`src/hdl/sefr_pkg.sv`:
```
// sefr_pkg: shared constants and result type for the stx/etx frame receiver
// no dependencies; imported by sefr_out_if, the output queue and the top level
`default_nettype none

package sefr_pkg;

  localparam logic [7:0]  START_BYTE   = 8'hAA;
  localparam logic [7:0]  END_BYTE     = 8'h55;
  localparam logic [15:0] TIMEOUT_RST  = 16'd2000;
  localparam logic [16:0] ELAPSED_MAX  = 17'h1FFFF;

  localparam logic OP_BYTE = 1'b0;
  localparam logic OP_TICK = 1'b1;

  localparam logic KIND_PAYLOAD = 1'b0;
  localparam logic KIND_FINAL   = 1'b1;

  typedef enum logic [1:0] {
    ST_OK       = 2'd0,
    ST_END_BAD  = 2'd1,
    ST_SUM_BAD  = 2'd2,
    ST_TIMEOUT  = 2'd3
  } sefr_status_t;

  typedef struct packed {
    logic         result_kind;
    logic [7:0]   payload_byte;
    logic [7:0]   payload_index;
    logic [7:0]   frame_command;
    logic [7:0]   payload_length;
    sefr_status_t frame_status;
  } sefr_result_t;

endpackage

`default_nettype wire

```
`src/hdl/sefr_in_if.sv`:
```
// sefr_in_if: valid/ready channel carrying one received byte or millisecond tick
// no dependencies
`default_nettype none

interface sefr_in_if;
  logic       valid;
  logic       ready;
  logic       op;
  logic [7:0] rx_byte;

  modport source (output valid, output op, output rx_byte, input ready);
  modport sink   (input valid, input op, input rx_byte, output ready);
endinterface

`default_nettype wire

```
`src/hdl/sefr_out_if.sv`:
```
// sefr_out_if: valid/ready channel carrying one payload byte or frame end result
// uses sefr_pkg for the status type
`default_nettype none

interface sefr_out_if;
  import sefr_pkg::*;
  logic         valid;
  logic         ready;
  logic         result_kind;
  logic [7:0]   payload_byte;
  logic [7:0]   payload_index;
  logic [7:0]   frame_command;
  logic [7:0]   payload_length;
  sefr_status_t frame_status;

  modport source (output valid, output result_kind, output payload_byte,
                  output payload_index, output frame_command, output payload_length,
                  output frame_status, input ready);
  modport sink   (input valid, input result_kind, input payload_byte,
                  input payload_index, input frame_command, input payload_length,
                  input frame_status, output ready);
endinterface

`default_nettype wire

```
`src/hdl/sefr_out_queue.sv`:
```
// sefr_out_queue: two-entry result register with skid, parts the core from the sink
// uses sefr_pkg (result type) and sefr_out_if
`default_nettype none

module sefr_out_queue (
  input  wire                   clk,
  input  wire                   rst_n,
  input  wire                   push,
  input  sefr_pkg::sefr_result_t push_data,
  output logic                  has_room,
  sefr_out_if.source            out_if
);
  import sefr_pkg::*;

  sefr_result_t entry_r [2];
  logic         wr_ptr_r, wr_ptr_nxt;
  logic         rd_ptr_r, rd_ptr_nxt;
  logic [1:0]   cnt_r, cnt_nxt;
  logic         pop;
  sefr_result_t head;

  assign pop      = out_if.valid && out_if.ready;
  assign has_room = (cnt_r != 2'd2);
  assign head     = entry_r[rd_ptr_r];

  always_comb begin
    wr_ptr_nxt = wr_ptr_r ^ push;
    rd_ptr_nxt = rd_ptr_r ^ pop;
    cnt_nxt    = cnt_r + {1'b0, push} - {1'b0, pop};
  end

  always_ff @(posedge clk) begin
    if (!rst_n) begin
      wr_ptr_r <= 1'b0;
      rd_ptr_r <= 1'b0;
      cnt_r    <= 2'd0;
    end else begin
      wr_ptr_r <= wr_ptr_nxt;
      rd_ptr_r <= rd_ptr_nxt;
      cnt_r    <= cnt_nxt;
    end
  end

  always_ff @(posedge clk) begin
    if (push) begin
      entry_r[wr_ptr_r] <= push_data;
    end
  end

  assign out_if.valid          = (cnt_r != 2'd0);
  assign out_if.result_kind    = head.result_kind;
  assign out_if.payload_byte   = head.payload_byte;
  assign out_if.payload_index  = head.payload_index;
  assign out_if.frame_command  = head.frame_command;
  assign out_if.payload_length = head.payload_length;
  assign out_if.frame_status   = head.frame_status;

endmodule

`default_nettype wire

```
`src/hdl/stx_etx_frame_receiver_core.sv`:
```
// stx_etx_frame_receiver_core: start/length/checksum/end deframer with ms timeout
// result path: a result is written into the two-entry result queue when the request that causes it is accepted
// throughput: one request per cycle; the two-entry result queue stalls input only
// when two results wait for the sink
// reset (rst_n, synchronous): hunting for start byte, counters cleared, limit 2000 ms
// depends on sefr_pkg, sefr_in_if, sefr_out_if, sefr_out_queue
`default_nettype none

module stx_etx_frame_receiver_core (
  input  wire         clk,
  input  wire         rst_n,
  input  wire         cfg_we,
  input  wire  [15:0] cfg_wdata,
  sefr_in_if.sink     in_if,
  sefr_out_if.source  out_if
);
  import sefr_pkg::*;

  typedef enum logic [2:0] {
    PH_HUNT  = 3'd0,
    PH_CMD   = 3'd1,
    PH_LEN   = 3'd2,
    PH_DATA  = 3'd3,
    PH_CHECK = 3'd4,
    PH_END   = 3'd5
  } phase_t;

  phase_t       phase_r, phase_nxt;
  logic [7:0]   cmd_r, cmd_nxt;
  logic [7:0]   len_r, len_nxt;
  logic [7:0]   count_r, count_nxt;
  logic [7:0]   xor_r, xor_nxt;
  logic [7:0]   check_r, check_nxt;
  logic [16:0]  elapsed_r, elapsed_nxt;
  logic [15:0]  limit_r;

  logic         accept;
  logic         room;
  logic         push;
  sefr_result_t res;
  logic         restart;
  logic [16:0]  tick_elapsed;
  logic [16:0]  limit_ext;

  assign in_if.ready = room;
  assign accept      = in_if.valid && room;
  assign limit_ext   = {1'b0, limit_r};
  assign tick_elapsed = (elapsed_r < ELAPSED_MAX) ? elapsed_r + 17'd1 : elapsed_r;

  always_comb begin
    phase_nxt   = phase_r;
    cmd_nxt     = cmd_r;
    len_nxt     = len_r;
    count_nxt   = count_r;
    xor_nxt     = xor_r;
    check_nxt   = check_r;
    elapsed_nxt = elapsed_r;
    push        = 1'b0;
    restart     = 1'b0;
    res.result_kind    = KIND_FINAL;
    res.payload_byte   = 8'd0;
    res.payload_index  = 8'd0;
    res.frame_command  = cmd_r;
    res.payload_length = len_r;
    res.frame_status   = ST_OK;

    if (in_if.op == OP_TICK) begin
      elapsed_nxt = tick_elapsed;
      if (tick_elapsed > limit_ext) begin
        push             = 1'b1;
        restart          = 1'b1;
        res.frame_status = ST_TIMEOUT;
      end
    end else if (elapsed_r > limit_ext) begin
      // limit lowered below the time already spent: byte is dropped
      push             = 1'b1;
      restart          = 1'b1;
      res.frame_status = ST_TIMEOUT;
    end else begin
      case (phase_r)
        PH_CMD: begin
          cmd_nxt   = in_if.rx_byte;
          xor_nxt   = in_if.rx_byte;
          phase_nxt = PH_LEN;
        end
        PH_LEN: begin
          len_nxt   = in_if.rx_byte;
          xor_nxt   = xor_r ^ in_if.rx_byte;
          count_nxt = 8'd0;
          phase_nxt = (in_if.rx_byte == 8'd0) ? PH_CHECK : PH_DATA;
        end
        PH_DATA: begin
          xor_nxt   = xor_r ^ in_if.rx_byte;
          count_nxt = count_r + 8'd1;
          if (count_nxt >= len_r) begin
            phase_nxt = PH_CHECK;
          end
          push              = 1'b1;
          res.result_kind   = KIND_PAYLOAD;
          res.payload_byte  = in_if.rx_byte;
          res.payload_index = count_r;
        end
        PH_CHECK: begin
          check_nxt = in_if.rx_byte;
          phase_nxt = PH_END;
        end
        PH_END: begin
          push    = 1'b1;
          restart = 1'b1;
          if (in_if.rx_byte != END_BYTE) begin
            res.frame_status = ST_END_BAD;
          end else if (check_r != (xor_r ^ END_BYTE)) begin
            res.frame_status = ST_SUM_BAD;
          end else begin
            res.frame_status = ST_OK;
          end
        end
        default: begin
          phase_nxt = (in_if.rx_byte == START_BYTE) ? PH_CMD : PH_HUNT;
        end
      endcase
    end

    if (restart) begin
      phase_nxt   = PH_HUNT;
      cmd_nxt     = 8'd0;
      len_nxt     = 8'd0;
      count_nxt   = 8'd0;
      xor_nxt     = 8'd0;
      check_nxt   = 8'd0;
      elapsed_nxt = 17'd0;
    end
  end

  always_ff @(posedge clk) begin
    if (!rst_n) begin
      phase_r   <= PH_HUNT;
      cmd_r     <= 8'd0;
      len_r     <= 8'd0;
      count_r   <= 8'd0;
      xor_r     <= 8'd0;
      check_r   <= 8'd0;
      elapsed_r <= 17'd0;
      limit_r   <= TIMEOUT_RST;
    end else begin
      if (accept) begin
        phase_r   <= phase_nxt;
        cmd_r     <= cmd_nxt;
        len_r     <= len_nxt;
        count_r   <= count_nxt;
        xor_r     <= xor_nxt;
        check_r   <= check_nxt;
        elapsed_r <= elapsed_nxt;
      end
      if (cfg_we) begin
        limit_r <= cfg_wdata;
      end
    end
  end

  sefr_out_queue u_queue (
    .clk       (clk),
    .rst_n     (rst_n),
    .push      (accept && push),
    .push_data (res),
    .has_room  (room),
    .out_if    (out_if)
  );

  // a frame end leaves the receiver hunting with a fresh timing window
  a_restart: assert property (@(posedge clk) disable iff (!rst_n)
    (accept && push && res.result_kind == KIND_FINAL) |=>
      (phase_r == PH_HUNT && elapsed_r == 17'd0 && cmd_r == 8'd0))
    else $error("state not cleared after frame end");

  // payload results only carry indexes inside the declared length
  a_index: assert property (@(posedge clk) disable iff (!rst_n)
    (accept && push && res.result_kind == KIND_PAYLOAD) |->
      (res.payload_index < res.payload_length))
    else $error("payload index beyond declared length");

  // input stalls only while results wait for the sink
  a_stall: assert property (@(posedge clk) disable iff (!rst_n)
    !in_if.ready |-> out_if.valid)
    else $error("input stalled with empty result queue");

endmodule

`default_nettype wire

```
`src/flat_wrapper.sv`:
```
// flat-port wrapper written by rule: the top's interface ports become plain ports
module stx_etx_frame_receiver_core_flat import sefr_pkg::*;
  (clk, rst_n, cfg_we, cfg_wdata, in_if_valid, in_if_op, in_if_rx_byte, in_if_ready, out_if_valid, out_if_result_kind, out_if_payload_byte, out_if_payload_index, out_if_frame_command, out_if_payload_length, out_if_frame_status, out_if_ready);
  sefr_in_if in_if_i ();
  sefr_out_if out_if_i ();
  input  wire clk;
  input  wire rst_n;
  input  wire cfg_we;
  input  wire  [15:0] cfg_wdata;
  input wire logic [$bits(in_if_i.valid)-1:0] in_if_valid;
  input wire logic [$bits(in_if_i.op)-1:0] in_if_op;
  input wire logic [$bits(in_if_i.rx_byte)-1:0] in_if_rx_byte;
  output wire logic [$bits(in_if_i.ready)-1:0] in_if_ready;
  output wire logic [$bits(out_if_i.valid)-1:0] out_if_valid;
  output wire logic [$bits(out_if_i.result_kind)-1:0] out_if_result_kind;
  output wire logic [$bits(out_if_i.payload_byte)-1:0] out_if_payload_byte;
  output wire logic [$bits(out_if_i.payload_index)-1:0] out_if_payload_index;
  output wire logic [$bits(out_if_i.frame_command)-1:0] out_if_frame_command;
  output wire logic [$bits(out_if_i.payload_length)-1:0] out_if_payload_length;
  output wire logic [$bits(out_if_i.frame_status)-1:0] out_if_frame_status;
  input wire logic [$bits(out_if_i.ready)-1:0] out_if_ready;
  assign in_if_i.valid = in_if_valid;
  assign in_if_i.op = in_if_op;
  assign in_if_i.rx_byte = in_if_rx_byte;
  assign in_if_ready = in_if_i.ready;
  assign out_if_valid = out_if_i.valid;
  assign out_if_result_kind = out_if_i.result_kind;
  assign out_if_payload_byte = out_if_i.payload_byte;
  assign out_if_payload_index = out_if_i.payload_index;
  assign out_if_frame_command = out_if_i.frame_command;
  assign out_if_payload_length = out_if_i.payload_length;
  assign out_if_frame_status = out_if_i.frame_status;
  assign out_if_i.ready = out_if_ready;
  stx_etx_frame_receiver_core u_core (.clk(clk), .rst_n(rst_n), .cfg_we(cfg_we), .cfg_wdata(cfg_wdata), .in_if(in_if_i), .out_if(out_if_i));
endmodule
```
`config.mk`:
```
export PLATFORM = sky130hd
export DESIGN_NAME = stx_etx_frame_receiver_core_flat
export DESIGN_NICKNAME = d
export VERILOG_FILES = /design/src/hdl/sefr_pkg.sv /design/src/hdl/sefr_in_if.sv /design/src/hdl/sefr_out_if.sv /design/src/hdl/sefr_out_queue.sv /design/src/hdl/stx_etx_frame_receiver_core.sv /design/src/flat_wrapper.sv
export SDC_FILE = /design/constraint.sdc
export NUM_CORES = 1
export LEC_CHECK = 0
export BUFFER_PORTS_ARGS = -buffer_cell sky130_fd_sc_hd__buf_2
export CORE_UTILIZATION = 40
export CTS_BUF_LIST = sky130_fd_sc_hd__clkbuf_4 sky130_fd_sc_hd__clkbuf_8
export DETAILED_ROUTE_END_ITERATION = 10
export PLACE_DENSITY = 0.62
export SYNTH_ARGS = -nofsm -noshare
export SYNTH_HDL_FRONTEND = slang
export SYNTH_SLANG_ARGS = --single-unit
export TNS_END_PERCENT = 20
```
`constraint.sdc`:
```
create_clock -name clk -period 4.9 [get_ports clk]
set_input_delay 0.245 -clock clk [delete_from_list [all_inputs] [get_ports clk]]
set_output_delay 0.245 -clock clk [all_outputs]
set_load 0.1 [all_outputs]
```
After elaboration in Yosys (flattened, before gate mapping)
Memories as Yosys holds them, arrays and structs flattened. A register that Yosys moved wholly into a read port is not among the register bits.
Index checks and enable logic that the tools add are counted.
{"block": "word_totals", "ff_bits": 80, "ram_bits": 70, "input_bits": 30, "latchBits": 0, "mem_bits_ro": 0, "mem_count": 1}
{"block": "classes", "div": 0, "mul": 0, "muxes": 49, "bitwise_logic": 4, "shift": 0, "eq_ne": 13, "magnitude_cmp": 4, "addsub": 4, "reduce_logical": 20}
{"memory": "u_core.u_queue.entry_r", "words": 2, "width": 35, "read_ports": 1, "rd_ports_with_merged_regs": 1, "wr": 1, "line": "sefr_out_queue.sv:15", "text": "sefr_result_t entry_r [2];"}
{"cell": "2-to-1 mux 8 bit", "n": 18}
{"cell": "2-to-1 mux 17 bit", "n": 6}
{"cell": "> comparator 17 x 16 -> 1 bit", "n": 2}
{"cell": "one-hot mux 8 bit (2 select lines)", "n": 2}
{"cell": "AND reduction 4 bit", "n": 5}
{"cell": "adder 17 x 1 -> 17 bit, second input constant", "n": 1}
{"cell": "< comparator 17 bit, second input constant", "n": 1}
{"cell": "2-to-1 mux 3 bit", "n": 5}
{"cell": "one-hot mux 3 bit (5 select lines)", "n": 1}
{"cell": "2-to-1 mux 2 bit", "n": 6}
{"cell": "2-to-1 mux 1 bit", "n": 11}
{"cell": "nonzero test 2 bit", "n": 5}
{"cell": "adder 8 x 1 -> 8 bit, second input constant", "n": 1}
{"cell": "equality test 8 bit, second input constant", "n": 1}
{"cell": "greater-or-equal comparator 8 bit", "n": 1}
{"cell": "zero test 8 bit", "n": 1}
{"cell": "!= test 8 x 7 -> 1 bit, second input constant", "n": 1}
{"cell": "!= test 8 bit", "n": 1}
{"cell": "bitwise XOR 8 bit", "n": 1}
{"cell": "equality test 3 x 2 -> 1 bit, second input constant", "n": 2}
{"cell": "equality test 3 bit, second input constant", "n": 2}
{"cell": "!= test 2 x 1 -> 1 bit, second input constant", "n": 3}
{"cell": "nonzero test 3 bit", "n": 2}
{"cell": "AND reduction 5 bit", "n": 1}
{"cell": "10 further kinds", "n": 14}

Depth between registers and ports, before layout
Gate-level depths: netlist (run 1).
{"block": "logic_depth", "word_depth": 8, "mapped_depth": 17, "mapped_depth_nobuf": 16}

Hierarchy
A second synthesis (run 1) with hierarchy kept.
{"block": "hier_totals", "cells_unflattened": 693, "area_unflattened_um2": 7726.2}
{"mod": "stx_etx_frame_receiver_core", "n_inst": 1, "area_each_um2": 4820.9, "cells_each": 561}
{"mod": "sefr_out_queue", "n_inst": 1, "area_each_um2": 2905.3, "cells_each": 132}

Worst setup path before layout (run 1)
Ideal clock, no wire load.
{"block": "synth_path", "path_type": "flip-flop to flip-flop", "start": "register u_core.elapsed_r[10]", "end": "memory u_core.u_queue.entry_r[1][0] (netlist bit), enable pin", "t_arrival_ns": 4.052, "stages_incl_launch_ff": 14, "setup_slack_ns": 0.453, "path_cell_list": "dfxtp_1 -> nand4_1 -> nor3_1 -> a21oi_1 -> and3_1 -> xor2_1 -> ha_1 -> nand4_1 -> nor2_1 -> o31ai_1 -> a311oi_2 -> o22ai_1 -> a21oi_1 -> ha_1"}
{"block": "synth_between", "elab_chain_len": 8, "elab_cells_between_ends": 11, "cone_classes": "add/sub (1); order compare (3); mux (6); reduce/logical (1)"}
{"element": "from (decl)", "line": "stx_etx_frame_receiver_core.sv:34", "text": "logic [16:0] elapsed_r, elapsed_nxt;"}
{"element": "from (signal assigned)", "line": "stx_etx_frame_receiver_core.sv:153", "text": "elapsed_r <= elapsed_nxt;"}
{"element": "adder 17 x 1 -> 17 bit or < comparator 17 bit (tied branches)", "line": "stx_etx_frame_receiver_core.sv:48", "text": "assign tick_elapsed = (elapsed_r < ELAPSED_MAX) ? elapsed_r + 17'd1 : elapsed_r;"}
{"element": "2-to-1 mux 17 bit", "line": "stx_etx_frame_receiver_core.sv:48"}
{"element": "> comparator 17 x 16 -> 1 bit", "line": "stx_etx_frame_receiver_core.sv:69", "text": "if (tick_elapsed > limit_ext) begin"}
{"element": "2-to-1 mux 1 bit", "line": "stx_etx_frame_receiver_core.sv:69"}
{"element": "2-to-1 mux 1 bit (*)", "line": "stx_etx_frame_receiver_core.sv:67", "text": "if (in_if.op == OP_TICK) begin"}
{"element": "logical AND 1 bit (*)", "line": "stx_etx_frame_receiver_core.sv:164", "text": ".push (accept && push),"}
{"element": "2-to-1 mux 1 bit (*)", "line": "sefr_out_queue.sv:45", "text": "if (push) begin"}
{"element": "2-to-1 mux 1 bit (implied by the code) (*)", "line": "sefr_out_queue.sv:46", "text": "entry_r[wr_ptr_r] <= push_data;"}
{"element": "to (decl)", "line": "sefr_out_queue.sv:15"}
Every way passes the cells marked *; elsewhere a longest branch is shown, timed or not.

Final worst setup path (run 1)
{"block": "layout_path", "start": "register u_core.elapsed_r[10]", "end": "memory u_core.u_queue.entry_r[1][27] (netlist bit), enable pin"}
The elaborated chain is that of the path after synthesis.

==> results of run 1 <==
-- registers in the layout, summed over array words and instances, names as in the netlist, 2 cells and up, named ones only --
signal                  cells
u_core.u_queue.entry_r     70
u_core.elapsed_r           17
u_core.limit_r             16
u_core.check_r              8
u_core.cmd_r                8
u_core.count_r              8
u_core.len_r                8
u_core.xor_r                8
u_core.phase_r              3
u_core.u_queue.cnt_r        2
-- worst max-delay path by stage --
stage | from | endpoint | slack [ns] | cells past startpoint
2_1_floorplan | u_core.elapsed_r[10]$_SDFFE_PN0P_ | u_core.u_queue.entry_r[1][0]$_DFFE_PP_ | 0.45 | 13
3_3_place_gp | u_core.elapsed_r[10]$_SDFFE_PN0P_ | u_core.u_queue.entry_r[0][26]$_DFFE_PP_ | 0.64 | 15
3_5_place_dp | u_core.elapsed_r[10]$_SDFFE_PN0P_ | u_core.u_queue.entry_r[1][26]$_DFFE_PP_ | 0.66 | 15
4_1_cts | u_core.elapsed_r[10]$_SDFFE_PN0P_ | u_core.u_queue.entry_r[1][26]$_DFFE_PP_ | 0.63 | 15
5_1_grt | u_core.elapsed_r[10]$_SDFFE_PN0P_ | u_core.u_queue.entry_r[1][29]$_DFFE_PP_ | 0.27 | 15
6_report | u_core.elapsed_r[10]$_SDFFE_PN0P_ | u_core.u_queue.entry_r[1][27]$_DFFE_PP_ | 0.57 | 15
-- area by class of cell --
type	count	area share, %
Clock inverter	14	1.88
Multi-Input combinational cell	480	40.4
Tap cell	229	3.37
Timing Repair Buffer	85	6.09
Inverter	36	1.59
Clock buffer	18	2.84
Sequential cell	151	43.8
-- critical path: cells and delay by family, from the launching register on --
| kind | cells | cell delay, ns |
|---|---|---|
| XOR/XNOR | 1 | 0.10 |
| flip-flops | 1 | 0.50 |
| AO/OA/AOI/OAI | 7 | 1.75 |
| buffers and inverters | 2 | 0.39 |
| adder cells (fa/ha/maj) | 2 | 0.60 |
| AND/OR/NAND/NOR | 3 | 0.65 |
-- cell usage after synthesis, types with 5 or more instances --
| cell | count | area share (%) |
|---|---|---|
| and3_1 | 5 | 0.42 |
| buf_4 | 5 | 0.50 |
| and2_1 | 21 | 1.8 |
| o21ai_1 | 6 | 0.40 |
| o21ai_0 | 11 | 0.74 |
| nor4_1 | 5 | 0.42 |
| xor2_1 | 14 | 1.6 |
| xnor2_1 | 14 | 1.6 |
| dfxtp_1 | 81 | 22 |
| nand2b_1 | 5 | 0.42 |
| o22ai_1 | 11 | 0.92 |
| a21oi_1 | 54 | 3.6 |
| o211ai_1 | 7 | 0.70 |
| a21o_1 | 5 | 0.50 |
| o21a_1 | 5 | 0.50 |
| nor3_1 | 7 | 0.47 |
| or4_1 | 5 | 0.50 |
| mux2i_1 | 10 | 1.3 |
| buf_1 | 6 | 0.30 |
| nand2_1 | 47 | 2.4 |
| nor2_1 | 50 | 2.5 |
| mux2_2 | 36 | 5.4 |
| nand3_1 | 29 | 1.9 |
| ha_1 | 46 | 7.7 |
| inv_1 | 35 | 1.8 |
| clkbuf_1 | 23 | 1.2 |
| nand4_1 | 10 | 0.84 |
| a22o_1 | 28 | 3.3 |
| edfxtp_1 | 70 | 28 |
-- layer usage --
metal  global-route usage, %  wire length, um  vias to the layer above
li1                        -                -                     2718
met1                    23.9             7830                     2677
met2                    31.9             8460                      140
met3                    3.04              695                       33
met4                    8.81              391                        0
met5                       0                0                        -
-- cells by family after synthesis --
family,Yosys count
compound gates,155
xor+xnor,28
fa+ha+maj,46
buf+inv,73
flops,151
mux,46
simple gates,205
-- metrics by stage --
step	util, %	cell area [sq um]	setup WS (ns)	std cells
finish	46.8	8500	0.565	1013
global route	46.8	8500	0.275	1013
CTS	46.8	8500	0.635	1013
detailed placement	44.2	8020	0.663	973
global placement	44.2	8020	0.636	973
floorplan	-	7460	0.453	704
-- what timing repair did --
action,in CTS,in global routing
hold buffers,8,0
hold endpoints to repair,8,0
resized for setup,0,0
-- power breakdown --
group / switching [mW] / total, mW / internal [mW]
sequential: 0.0243 / 1.38 / 1.36
combinational: 0.849 / 1.08 / 0.234
clock: 0.530 / 0.962 / 0.433
total: 1.40 / 3.43 / 2.03
-- cell usage in the layout (no fill, tap or decap), types with 7 or more instances in the layout --
cell | synthesis | final
nor3_1 | 7 | 7
o21ai_0 | 11 | 11
dlygate4sd3_1 | 0 | 8
nor2_1 | 50 | 50
o211ai_1 | 7 | 7
and2_1 | 21 | 21
dfxtp_1 | 81 | 81
xnor2_1 | 14 | 14
o22ai_1 | 11 | 11
xor2_1 | 14 | 14
inv_1 | 35 | 35
nand2_1 | 47 | 47
nand4_1 | 10 | 10
mux2_2 | 36 | 36
nand3_1 | 29 | 29
edfxtp_1 | 70 | 70
clkbuf_8 | 0 | 17
buf_4 | 5 | 9
a21oi_1 | 54 | 54
a22o_1 | 28 | 28
buf_2 | 3 | 66
ha_1 | 46 | 46
mux2i_1 | 10 | 10
==> results.json, run 1 <==
{
  "timing_hold_violations_final": 0,
  "io_buffer_count": 66,
  "skew_ns": 0.0123,
  "fmax_mhz": 231,
  "maxCapViolCount": 0,
  "slew_headroom_pct": 39.5,
  "place_congestion": 0.889,
  "worstPathCellList": "nand4_1, nor3_1, buf_4, a41oi_1, nand3_1, xnor2_1, ha_1, a21oi_1, a21boi_1, o31ai_1, a311oi_2, o22ai_1, a21oi_1, ha_1, buf_12",
  "coreArea_sq_um": 18100,
  "synth_compound_area_share_pct": 14.0,
  "die_area_sq_um": 19200,
  "r2r-end": "u_core.u_queue.entry_r[1][27]$_DFFE_PP_",
  "route.vias.total": 5568,
  "synth-edff-count": 70,
  "antenna_cells": 0,
  "yosysUniqueCellTypes": 63,
  "failed_checks": "DRC",
  "worst_slew_pin_slew_ns": 0.900,
  "number_of_cts_inserted_buffers": 17,
  "ys.warnings.count": 0,
  "post_cts.repair.setup_buffers": 0,
  "setup-violations-final": 0,
  "time_the_worst_path_needs_with_i_o_delays_and_setup_ns": 4.33,
  "synth_async_sr_flop_share_pct": 0,
  "mappedNetlistNets": 780,
  "syn-cell-area_sq_um": 7460,
  "worst_setup_hold_path_clk_slew_ns": 0.09,
  "post_synth_fa_ha_maj_area_fraction_pct": 7.72,
  "ir_drop_worst_vdd_mv": 0.198,
  "rr_startpoint": "u_core.elapsed_r[10]$_SDFFE_PN0P_",
  "tritoncts": "yes",
  "status": "finished with violations",
  "dr_vias_cell": 5.50,
  "clockBufferDepth": 2,
  "critical_path_required_ns": 5.05,
  "static-leakage-power_nw": 3.35,
  "initialDrtViolationCount": 379,
  "register_area_sq_um": 3720,
  "cp_endpoint_kind": "flop",
  "syn_inst": 704,
  "root_buffer": "clkbuf_8",
  "reg2reg_setup_slack_ns": 0.57,
  "grt_start_max_net_pins": 36,
  "maximum_fanout_along_the_worst_path": 35,
  "multi_input_area_sq_um": 3440,
  "crit_type": "reg2reg",
  "initial_antenna_violation_count": 0,
  "drt_drc_violations_left": 4,
  "clock_sink_count": 151,
  "first_pass_detailed_route_iteration_total": 8,
  "h-tree-depth": 4,
  "grt_first_pass_wirelength_mm": 28.5,
  "finalSetupTns_ns": 0,
  "seq_area_frac_synth_pct": 49.9,
  "worst_path_max_delay_cell": "dfxtp_1",
  "slowest_delay_ns": 0.50,
  "chipHeight_um": 139,
  "source_to_sink_clock_delay_at_the_later_pin_of_the_worst_skew_pair_ns": 0.46,
  "average_detailed_routed_wire_length_per_instance_um": 17.2,
  "vias_in_the_first_global_route": 5512,
  "drtAntennaViolNets": 0,
  "maxSlewViolCount": 0,
  "pin_count": 67,
  "rsz0062_at_grt": "false",
  "power_mw": 3.43,
  "cp-start-kind": "flop",
  "power.density_nw_per_um2": 403,
  "fillerInstances": 1707,
  "dieWidth_um": 139,
  "place.detailed.hpwl_mm": 12.2,
  "flow.area_growth_from_synthesis_pct": 14.0,
  "synth_simple_gate_area_share_pct": 14.3,
  "floorplan.initialDensity_pct": 41.1,
  "nets": 847,
  "synth_top_family_by_area": "simple AND/OR/NAND/NOR gates",
  "grt_use_total_pct": 19.0,
  "post_synth.cell_area_avg_sq_um": 10.6,
  "final_layout_size_suffix_gt1_share_pct": 20.4,
  "min_from": "cfg_wdata[6]",
  "whs_ns": 0.0112,
  "finalCritPeriodShare_pct": 88.5,
  "worst_hold_path.endpoint": "u_core.limit_r[6]$_SDFFE_PN1P_",
  "routed_wirelength_mm": 17.4,
  "gr-total-overflow": 0,
  "yosys_most_used_dff": "dfxtp_1",
  "post_synthesis_xor_xnor_area_fraction_pct": 3.29,
  "timing.critical_path.arrival_ns": 4.48,
  "synth_seq_cells": 151,
  "worst_hold_path.num_cells": 3,
  "hold_path_class": "in2reg",
  "rr_worst_depth": 15,
  "rows": 49,
  "synth.mux.area_fraction_pct": 6.78
}
No activity file was read; power rests on OpenSTA's default activity.
==> inputs of run 2 (changes only) <==
--- a/config.mk
+++ b/config.mk
@@ -6,6 +6,7 @@
 export NUM_CORES = 1
 export LEC_CHECK = 0
 export BUFFER_PORTS_ARGS = -buffer_cell sky130_fd_sc_hd__buf_2
+export CORE_ASPECT_RATIO = 0.75
 export CORE_UTILIZATION = 40
 export CTS_BUF_LIST = sky130_fd_sc_hd__clkbuf_4 sky130_fd_sc_hd__clkbuf_8
 export DETAILED_ROUTE_END_ITERATION = 10
==> results.json, run 2 (same netlist as run 1, synthesis figures left out) <==
{
  "floorplan.initialDensity_pct": 41.6,
  "biggestRegsByFlops": "u_core.u_queue.entry_r: 70 flops, u_core.elapsed_r: 17 flops, u_core.limit_r: 16 flops",
  "antenna_cells": 0,
  "flow.area_growth_from_synthesis_pct": 14.5,
  "cp_endpoint_kind": "flop",
  "worst_hold_path.num_cells": 3,
  "io_buffer_count": 66,
  "r2r-end": "u_core.cmd_r[0]$_SDFFE_PN0P_",
  "ir_drop_worst_vdd_mv": 0.318,
  "hold_path_class": "in2reg",
  "clock_sink_count": 151,
  "maximum_fanout_along_the_worst_path": 17,
  "slew_headroom_pct": 38.4,
  "place_congestion": 0.874,
  "vias_in_the_first_global_route": 5471,
  "tritoncts": "yes",
  "skew_ns": 0.00968,
  "post_cts.repair.setup_buffers": 0,
  "most_frequent_cells_in_the_layout": "dfxtp_1 (81), edfxtp_1 (70), buf_2 (66)",
  "power.density_nw_per_um2": 404,
  "maxCapViolCount": 0,
  "coreArea_sq_um": 17900,
  "initial_antenna_violation_count": 0,
  "reg2reg_setup_slack_ns": 0.46,
  "most_flop_heavy_register": "u_core.u_queue.entry_r",
  "dieWidth_um": 160,
  "place.detailed.hpwl_mm": 12.6,
  "grt_first_pass_wirelength_mm": 28.9,
  "chipHeight_um": 120,
  "rows": 42,
  "clockBufferDepth": 2,
  "rr_startpoint": "u_core.elapsed_r[10]$_SDFFE_PN0P_",
  "worst_slew_pin_slew_ns": 0.921,
  "finalSetupTns_ns": 0,
  "layout.cells.most_common": "dfxtp_1",
  "grt_start_max_net_pins": 36,
  "number_of_cts_inserted_buffers": 17,
  "rr_worst_depth": 15,
  "initialDrtViolationCount": 427,
  "first_pass_detailed_route_iteration_total": 5,
  "finalCritPeriodShare_pct": 90.7,
  "worst_setup_hold_path_clk_slew_ns": 0.10,
  "worst_hold_path.endpoint": "u_core.limit_r[15]$_SDFFE_PN0P_",
  "static-leakage-power_nw": 3.37,
  "min_from": "cfg_wdata[15]",
  "die_area_sq_um": 19200,
  "pin_count": 67,
  "timing_hold_violations_final": 0,
  "final_cell_area_sq_um": 8540,
  "time_the_worst_path_needs_with_i_o_delays_and_setup_ns": 4.44,
  "setup-violations-final": 0,
  "fillerInstances": 1610,
  "crit_type": "reg2reg",
  "dr_vias_cell": 5.50,
  "largest_register_ffs": 70,
  "dpl_cell_area_sq_um": 8040,
  "route.vias.total": 5650,
  "drt_drc_violations_left": 0,
  "rsz0062_at_grt": "false",
  "nets": 849,
  "average_detailed_routed_wire_length_per_instance_um": 17.5,
  "critical_path_required_ns": 5.31,
  "cp-start-kind": "flop",
  "gr-total-overflow": 0,
  "final_layout_size_suffix_gt1_share_pct": 20.5,
  "timing.critical_path.arrival_ns": 4.85,
  "status": "completed",
  "source_to_sink_clock_delay_at_the_later_pin_of_the_worst_skew_pair_ns": 0.46,
  "drtAntennaViolNets": 0,
  "routed_wirelength_mm": 18.0,
  "root_buffer": "clkbuf_8",
  "h-tree-depth": 4,
  "grt_use_total_pct": 19.6,
  "maxSlewViolCount": 0,
  "fmax_mhz": 225
}
-- run 2: routing by layer --
layer | global-route usage [%] | wire length, um | part of all wire, %
met1 | 27.5 | 8700 | 48
met2 | 29.1 | 8070 | 45
met3 | 5.04 | 1010 | 5.6
met4 | 6.61 | 227 | 1.3
met5 | 0 | 0 | 0
-- run 2: what timing repair did --
action / in CTS / in global routing
resized for setup: 0 / 0
hold endpoints to repair: 9 / 0
hold buffers: 9 / 0
-- run 2: worst max path at each step --
stage                                 startpoint                                      to  slack (ns)  cells past startpoint
2_1_floorplan  u_core.elapsed_r[10]$_SDFFE_PN0P_  u_core.u_queue.entry_r[1][0]$_DFFE_PP_        0.45                     13
3_3_place_gp   u_core.elapsed_r[11]$_SDFFE_PN0P_            u_core.cmd_r[5]$_SDFFE_PN0P_        0.64                     16
3_5_place_dp   u_core.elapsed_r[10]$_SDFFE_PN0P_            u_core.cmd_r[0]$_SDFFE_PN0P_        0.59                     14
4_1_cts        u_core.elapsed_r[10]$_SDFFE_PN0P_            u_core.cmd_r[0]$_SDFFE_PN0P_        0.55                     14
5_1_grt        u_core.elapsed_r[10]$_SDFFE_PN0P_            u_core.cmd_r[0]$_SDFFE_PN0P_        0.14                     14
6_report       u_core.elapsed_r[10]$_SDFFE_PN0P_            u_core.cmd_r[0]$_SDFFE_PN0P_        0.46                     15
-- run 2: area by class of cell --
class                      instances  area (sq um)  area share [%]
sequential                       151          3720            43.6
multi-input combinational        480          3440            40.3
timing repair buffer              87           536            6.27
tap                              242           303            3.55
clock buffer                      18           248            2.90
clock inverter                    14           156            1.83
inverter                          36           135            1.58
-- run 2: worst max-delay path: stages (launching register included) --
cell and delay [ns]:
dfxtp_1 0.48, nand4_1 0.18, nor3_1 0.20, buf_4 0.17, a41oi_1 0.30, nand3_1 0.26
xnor2_1 0.16, ha_1 0.29, a21oi_1 0.15, a21boi_1 0.08, o31ai_1 0.48, a311oi_2 0.19
buf_4 0.21, o21ai_2 0.62, o21a_1 0.41, a22o_1 0.21
-- run 2: stage by stage --
stage | cells | hold WS [ns] | total power [mW] | utilization [%] | setup slack (ns)
after floorplan | 704 | 0.375 | 2.33 | - | 0.453
final | 1028 | 0.0268 | 3.45 | 47.6 | 0.456
after detailed placement | 987 | 0.456 | 2.50 | 44.9 | 0.586
after CTS | 1028 | 0.00161 | 3.47 | 47.6 | 0.553
after global placement | 987 | 0.456 | 2.49 | 44.9 | 0.637
after global routing | 1028 | 0.0168 | 3.58 | 47.6 | 0.135
-- run 2: where the power goes --
group	total [mW]	internal (mW)	switching (mW)	leakage (nW)
combinational	1.09	0.236	0.855	1.82
clock	0.975	0.439	0.536	0.207
sequential	1.38	1.36	0.0245	1.34
total	3.45	2.03	1.42	3.37
==> inputs of run 3 (changes only) <==
--- a/config.mk
+++ b/config.mk
@@ -5,6 +5,7 @@
 export SDC_FILE = /design/constraint.sdc
 export NUM_CORES = 1
 export LEC_CHECK = 0
+export ABC_AREA = 1
 export BUFFER_PORTS_ARGS = -buffer_cell sky130_fd_sc_hd__buf_2
 export CORE_ASPECT_RATIO = 0.75
 export CORE_UTILIZATION = 40
==> results.json, run 3 <==
{
  "status": "completed",
  "hold_path_class": "in2reg",
  "ir_drop_worst_vdd_mv": 0.462,
  "grt_first_pass_wirelength_mm": 28.5,
  "coreArea_sq_um": 18800,
  "synth_async_sr_flop_share_pct": 0,
  "syn-cell-area_sq_um": 7850,
  "post_cts.repair.setup_buffers": 0,
  "worstPathCellList": "nand2_1, nor3_2, nand2_1, nor2_2, inv_1, nor2_1, nor2_1, nand3_1, nor2_1, xor2_1, ha_1, inv_1, nor3_1, nand2_1, nand2_1, nand2_1, nand2_1, nand2_1, nand3_4, nand2_4, a21oi_1, ha_2, buf_6",
  "most_flop_heavy_register": "u_core.u_queue.entry_r",
  "pin_count": 67,
  "clock_sink_count": 151,
  "final_cell_area_sq_um": 8890,
  "chipHeight_um": 123,
  "drtAntennaViolNets": 0,
  "cp_endpoint_kind": "flop",
  "maxCapViolCount": 0,
  "timing_hold_violations_final": 0,
  "critical_path_required_ns": 5.02,
  "first_pass_detailed_route_iteration_total": 5,
  "yosysMostFrequentCell": "nand2_1",
  "root_buffer": "clkbuf_8",
  "maximum_fanout_along_the_worst_path": 35,
  "syn_inst": 916,
  "slew_headroom_pct": 43.8,
  "biggestRegsByFlops": "u_core.u_queue.entry_r: 70 flops, u_core.elapsed_r: 17 flops, u_core.limit_r: 16 flops",
  "clockBufferDepth": 2,
  "rsz0062_at_grt": "false",
  "layout.cells.most_common": "nand2_1",
  "worst_path_max_delay_cell": "dfxtp_1",
  "die_area_sq_um": 20200,
  "power.density_nw_per_um2": 562,
  "initialDrtViolationCount": 471,
  "floorplan.initialDensity_pct": 41.7,
  "cp.buffers_inverters": 3,
  "setup_slack_ns": 0.481,
  "tritoncts": "yes",
  "final_util_pct": 47.2,
  "mappedNetlistNets": 992,
  "largest_register_ffs": 70,
  "average_detailed_routed_wire_length_per_instance_um": 14.2,
  "skew_ns": 0.0140,
  "nets": 1064,
  "netlist.top_cell.by_area": "edfxtp_1",
  "grt_start_max_net_pins": 67,
  "grt_use_total_pct": 18.4,
  "synth.top_cells.by_area": "edfxtp_1 (27%), dfxtp_1 (21%), nand2_1 (8.0%), ha_1 (7.3%), nor2_1 (6.4%)",
  "worst_setup_hold_path_clk_slew_ns": 0.09,
  "finalSetupTns_ns": 0,
  "maxSlewViolCount": 0,
  "vias_in_the_first_global_route": 5525,
  "cp-start-kind": "flop",
  "synth_seq_cells": 151,
  "post_synth.cell_area_avg_sq_um": 8.57,
  "place_congestion": 0.855,
  "whs_ns": 0.0138,
  "io_buffer_count": 66,
  "most_frequent_cells_in_the_layout": "nand2_1 (167), nor2_1 (133), inv_1 (128)",
  "setup-violations-final": 0,
  "yosys-top-cells-count": "nand2_1 (167), nor2_1 (133), inv_1 (128)",
  "static-leakage-power_nw": 4.01,
  "dpl_worst_slack_ns": 0.443,
  "routed_wirelength_mm": 17.8,
  "final_layout_size_suffix_gt1_share_pct": 16.5,
  "crit_top_cell": "nand2_1",
  "flow.area_growth_from_synthesis_pct": 13.2,
  "source_to_sink_clock_delay_at_the_later_pin_of_the_worst_skew_pair_ns": 0.46,
  "dpl_cell_area_sq_um": 8420,
  "yosysUniqueCellTypes": 44,
  "time_the_worst_path_needs_with_i_o_delays_and_setup_ns": 4.42,
  "dieWidth_um": 164,
  "crit_type": "reg2reg",
  "initial_antenna_violation_count": 0,
  "h-tree-depth": 4,
  "fmax_mhz": 226,
  "worst_slew_pin_slew_ns": 0.840,
  "finalCritPeriodShare_pct": 90.2,
  "timing.critical_path.arrival_ns": 4.54,
  "place.detailed.hpwl_mm": 12.6,
  "fillerInstances": 1831,
  "number_of_cts_inserted_buffers": 17,
  "cp_top_family": "simple AND/OR/NAND/NOR gates",
  "seq_area_frac_synth_pct": 47.4,
  "ys.warnings.count": 0,
  "yosys_most_used_dff": "dfxtp_1",
  "antenna_cells": 0,
  "route.vias.total": 6056,
  "gr-total-overflow": 0,
  "rows": 43,
  "synth_top_area_share_pct": 26.8,
  "drt_drc_violations_left": 0,
  "dr_vias_cell": 4.85,
  "slowest_delay_ns": 0.44,
  "synth-edff-count": 70
}
==> run 3: cell count changes after synthesis, sizes merged, moves of 20 or more <==
cell / previous run / this run
and2: 21 / 1
a22o: 28 / 0
inv: 36 / 132
nor2: 51 / 139
nand2: 47 / 174
o21ai: 20 / 47
==> run 3: worst paths after layout <==
check	from	to	cells past startpoint	slack (ns)
worst max-delay path	u_core.elapsed_r[3]$_SDFFE_PN0P_	u_core.u_queue.entry_r[1][28]$_DFFE_PP_	23	0.48
worst min-delay path	cfg_wdata[0]	u_core.limit_r[0]$_SDFFE_PN0P_	3	0.01
worst max register to register	u_core.elapsed_r[3]$_SDFFE_PN0P_	u_core.u_queue.entry_r[1][28]$_DFFE_PP_	23	0.48
worst min register to register	u_core.cmd_r[5]$_SDFFE_PN0P_	u_core.u_queue.entry_r[0][15]$_DFFE_PP_	0	0.46
==> run 3: report_power, final <==
part	leakage [nW]	internal (mW)	switching, mW
Sequential	1.31	1.58	0.150
Combinational	2.49	0.555	1.72
Clock	0.207	0.481	0.514
Total	4.01	2.62	2.38
==> run 3: cells by family after synthesis <==
family | after synthesis | synth area share (%)
AOI/OAI and AO/OA | 114 | 7.73
and+or+nand+nor | 381 | 21.0
DFF | 151 | 47.4
adders and majority gates | 46 | 7.33
buffers and inverters | 155 | 7.71
xor gates and xnor gates | 34 | 3.79
muxes | 35 | 5.02
==> run 3: final cells by class <==
cell class	instances	area [sq um]	area share, %
repair buffers	76	425	4.79
flip-flops and latches	151	3720	41.9
well taps	247	309	3.48
multi-input cells	610	3530	39.7
inverters	132	495	5.57
clock inverters	14	160	1.80
clock buffers	18	248	2.79
==> run 3: per-layer routing <==
| metal | routed length (um) | vias up | global-route usage (%) |
|---|---|---|---|
| li1 | - | 3128 | - |
| met1 | 9120 | 2773 | 27.0 |
| met5 | 0 | - | 0 |
| met4 | 142 | 0 | 3.99 |
| met3 | 1040 | 12 | 4.60 |
| met2 | 7470 | 143 | 27.1 |
==> run 3: tightest hold or removal path: stages <==
cell,delay [ns]
buf_2,0.07
nor2_1,0.03
nor2_1,0.08
==> run 3: repair_timing <==
action                                 in CTS  in global routing
resized for setup                           0                  2
hold buffers                                5                  0
setup endpoints to repair                   0                 70
endpoints found under the hold margin       5                  0
==> run 3: metrics by stage <==
stage,cells,power (mW)
detailed placement,1211,4.03
finish,1248,5.00
floorplan,916,3.62
global route,1248,5.29
global placement,1211,4.01
CTS,1248,5.03
